### config.mk
export PLATFORM = sky130hd
export DESIGN_NAME = hwi_walk
export DESIGN_NICKNAME = d
export VERILOG_FILES = /design/src/hwi_pkg.sv /design/src/hwi_walk.sv
export SDC_FILE = /design/constraint.sdc
export NUM_CORES = 2
export LEC_CHECK = 0
export BUFFER_PORTS_ARGS = -buffer_cell sky130_fd_sc_hd__buf_4
export CAP_MARGIN = 20
export CORE_MARGIN = 8
export CORE_UTILIZATION = 65
export DETAILED_ROUTE_END_ITERATION = 10
export GPL_TIMING_DRIVEN = 0
export PLACE_DENSITY = 0.81
export SYNTH_ARGS = -nofsm -noshare
export SYNTH_HDL_FRONTEND = slang
export SYNTH_SLANG_ARGS = --single-unit
export TNS_END_PERCENT = 5
### constraint.sdc
create_clock -name clk -period 10.27 [get_ports clk]
set_clock_uncertainty 0.05 [all_clocks]
set_input_delay 0.5135 -clock clk [delete_from_list [all_inputs] [get_ports clk]]
set_output_delay 0.5135 -clock clk [all_outputs]
set_load 0.1 [all_outputs]
### src/hwi_pkg.sv
// shared types and constants for the histogram window integral block
`timescale 1ns / 1ps
`default_nettype none
package hwi_pkg;

  // result width and the wide view used for saturation
  localparam int PROB_W = 64;
  localparam int WIDE_W = 128;

  // query sequencer states
  typedef enum logic [6:0] {
    S_IDLE  = 7'b0000001,
    S_RDB0  = 7'b0000010,
    S_RDBN  = 7'b0000100,
    S_CHK   = 7'b0001000,
    S_WALK  = 7'b0010000,
    S_DRAIN = 7'b0100000,
    S_DONE  = 7'b1000000
  } state_t;

  // sequencer to walk datapath
  typedef struct packed {
    logic clear;
    logic issue;
  } walk_ctl_t;

  // walk datapath to sequencer
  typedef struct packed {
    logic busy;
  } walk_sts_t;

endpackage
`default_nettype wire

### src/hwi_walk.sv
// group walk datapath: overlap, product and saturating sum
`timescale 1ns / 1ps
`default_nettype none
module hwi_walk #(
  parameter int EW = 32,
  parameter int DW = 24
) (
  input  wire logic                     clk,
  input  wire logic                     rst,
  input  wire hwi_pkg::walk_ctl_t       ctl,
  input  wire logic [EW-1:0]            b0,
  input  wire logic [EW-1:0]            lo,
  input  wire logic [EW-1:0]            hi,
  input  wire logic [EW-1:0]            bound_rd,
  input  wire logic [DW-1:0]            dens_rd,
  output logic [hwi_pkg::PROB_W-1:0]    sum,
  output hwi_pkg::walk_sts_t            sts
);
  import hwi_pkg::*;

  localparam int PW = EW + DW;

  logic          iss_v;
  logic          va;
  logic          vb;
  logic [EW-1:0] prev;
  logic [EW-1:0] diff;
  logic [DW-1:0] dens_q;
  logic [PW-1:0] prod;

  logic [EW-1:0]     a_clip;
  logic [EW-1:0]     b_clip;
  logic [WIDE_W-1:0] prod_wide;
  logic [PROB_W-1:0] prod_sat;
  logic [PROB_W:0]   sum_wide;

  // stage valid chain
  always_ff @(posedge clk) begin
    if (rst) begin
      iss_v <= 1'b0;
      va    <= 1'b0;
      vb    <= 1'b0;
    end else begin
      iss_v <= ctl.issue;
      va    <= iss_v;
      vb    <= va;
    end
  end

  // clip the group to the window
  always_comb begin
    a_clip = (prev > lo) ? prev : lo;
    b_clip = (bound_rd < hi) ? bound_rd : hi;
  end

  // overlap width, previous bound tracks the lower edge of the next group
  always_ff @(posedge clk) begin
    if (ctl.clear) begin
      prev <= b0;
    end else if (iss_v) begin
      prev   <= bound_rd;
      diff   <= (b_clip > a_clip) ? (b_clip - a_clip) : '0;
      dens_q <= dens_rd;
    end
  end

  // width times density
  always_ff @(posedge clk) begin
    if (va) begin
      prod <= PW'(diff) * PW'(dens_q);
    end
  end

  // saturate the product, then add with saturation
  always_comb begin
    prod_wide = WIDE_W'(prod);
    prod_sat  = (|prod_wide[WIDE_W-1:PROB_W]) ? '1 : prod_wide[PROB_W-1:0];
    sum_wide  = {1'b0, sum} + {1'b0, prod_sat};
  end

  always_ff @(posedge clk) begin
    if (ctl.clear) begin
      sum <= '0;
    end else if (vb) begin
      sum <= sum_wide[PROB_W] ? '1 : sum_wide[PROB_W-1:0];
    end
  end

  assign sts.busy = iss_v | va | vb;

endmodule
`default_nettype wire

==> flow_metrics.tcl <==
set metrics [dict create \
    tightest_slew_ps 1080 \
    postRouteAntennaNets 0 \
    yosys.cell_types.count 87 \
    fillers 4574 \
    place_area_um2 42340 \
    cts_sinks 211 \
    vias 32450 \
    area_growth_pct 9.100 \
    drive_above_1_share 0.08834 \
    period_needed_ps 9009 \
    cts_htree_levels 1 \
    cts_resized 0 \
    wl_mm 122.6 \
    post-cts-setup-buffers 0 \
    async_flop_share 0 \
    vias_per_cell 6.050 \
    post-route-util 0.7167 \
    clockBufferDepth 3 \
    clk_latency_ps 580 \
    fp-row-count 90 \
    die_area_um2 69160 \
    synthesis.area_um2 39650 \
    slew_headroom 0.2801 \
    synth-seq-area-share 0.1429 \
    gr-total-overflow 0 \
    synth_cells 4303 \
    netlist_top_cells_area "fa_1, edfxtp_1, ha_1" \
    synth_edf_count 144 \
    wl_per_cell_um 22.85 \
    ys.flop_type "edfxtp_1" \
    synth_area_per_cell_um2 9.215 \
    port_buffers 219 \
    setup_viol 0 \
    drt_pass1_iterations 6 \
    timing.fmax_mhz 111.0 \
    grtUsageTotal 0.3509 \
    synth_nets 5452 \
    fin_setup_tns_ps 0 \
    drt_iter0_markers 2879 \
    drv_slew 0 \
    worstPathMaxFanout 10 \
    crit_type "flop to flop" \
    crit_required_ps 10590 \
    grt_pass1_vias 33770 \
    hold_path_class "input port to flop" \
    design_area_um2 43260 \
    start_util 0.6569 \
    cts_buffers 27 \
    nets 5703 \
    cap_violations 0 \
    synth_top_cell_by_area "fa_1" \
    path_clk_slew_ps 70 \
    ios 221 \
    core_um2 60360 \
    crit_arrival_ps 9330 \
    dp_hpwl_mm 101.1 \
    die_w_um 263.0 \
    place.gp.congestion 1.006 \
    yosys_warnings 0 \
    cts_tree "done" \
    die_y_um 263.0 \
    drc 0 \
    ys_ff_latch 211 \
    grt_pass1_wl_mm 188.8 \
    status "completed" \
    fin_crit_sh 0.8773 \
    cp-end-kind "flop" \
    final_hold_viol_count 0 \
    rsz0062_at_grt "false" \
    antenna_found_initial 7 \
    cts_hold_buf 0 \
    cts_root_buf "clkbuf_16" \
    cp-start-kind "flop" \
    yosysTopAreaCellShare 0.3332 \
    grt_max_degree 44 \
]
path summary, 6_finish.rpt:
check                           startpoint         to  slack (ps)  cells after the start
worst max-delay path              diff[17]   prod[52]        1260                     24
worst min-delay path            dens_rd[2]  dens_q[2]          50                      1
worst max register to register    diff[17]   prod[52]        1260                     24
worst min register to register     sum[54]    sum[54]         480                      2
final cells by class:
class,instances,area (um2),share of cell area
Antenna cell,9,22.52,0.0005206
Buffer,220,924.6,0.02137
Clock buffer,31,690.7,0.01597
Clock inverter,17,203.9,0.004714
Inverter,808,3033,0.07011
Multi-Input combinational cell,3064,30040,0.6943
Sequential cell,211,5667,0.1310
Tap cell,782,978.4,0.02262
Timing Repair Buffer,222,1704,0.03939
cells in the final DEF (no fill, tap or decap), types with 30 or more instances in the layout:
cell type,Yosys,layout
nor2_1,166,166
o21bai_1,30,30
nand2_1,464,464
mux2i_1,38,38
a21oi_1,180,180
nand4_1,44,44
a311oi_2,30,30
xor2_1,46,46
nand3_1,36,36
buf_4,1,220
o21ai_0,90,90
mux2_2,37,37
ha_1,333,333
edfxtp_1,144,144
and2_1,412,412
dfxtp_1,67,66
a21o_1,80,80
fa_1,660,660
inv_1,808,808
clkbuf_1,198,202
xnor2_1,79,79
flip-flops by register name (all words and copies together) (netlist names):
name	flops
diff	32
sum	64
prev	32
vb	1
prod	56
va	1
iss_v	1
dens_q	24
per-stage QoR:
stage	cells	setup slack, ps	hold WS [ps]
floorplan	4303	3295	404.6
global placement	5304	1616	466.6
detailed placement	5307	1607	475.8
CTS	5355	1600	30.17
global route	5356	1031	49.75
finish	5364	1261	54.75
synth_stat cells (all sizes together) (38+ instances only):
cell,n
clkbuf,198
ha,333
fa,660
nand4,44
o21ai,98
mux2i,38
xnor2,79
dfxtp,67
xor2,46
a21oi,182
nand2,465
mux2,65
inv,808
nor2,166
and2,412
edfxtp,144
a21o,82
per-layer routing:
layer	wire, um	track usage	part of all wire
met2	55780	0.5620	0.45
met1	44820	0.4363	0.37
met4	8502	0.2010	0.069
met5	18	0	0.00015
met3	13480	0.08092	0.11
critical path, cell delays in order (launching register included):
cell	delay [ps]
edfxtp_1	610
clkbuf_1	850
nand2_1	170
fa_1	550
fa_1	550
inv_1	50
fa_1	490
fa_1	640
fa_1	470
fa_1	500
inv_1	50
fa_1	470
inv_1	40
ha_1	250
clkbuf_1	340
nand4_1	290
nor4_1	520
nand2_1	120
a21oi_1	330
o21ai_1	160
a41oi_1	460
a2111oi_1	190
o31ai_1	260
a21oi_1	110
xnor2_1	270
cells by family after synthesis:
kind of cell | count (synthesis) | share of synthesized area
AOI/OAI and AO/OA | 592 | 0.1034
and+or+nand+nor | 1251 | 0.1573
DFF | 211 | 0.1429
adders and majority gates | 993 | 0.4383
buffers and inverters | 1028 | 0.09981
xor gates and xnor gates | 125 | 0.02761
muxes | 103 | 0.03070
Power is not shown: default switching activity piles up to over one toggle a cycle in this logic, so the estimate is an artifact.
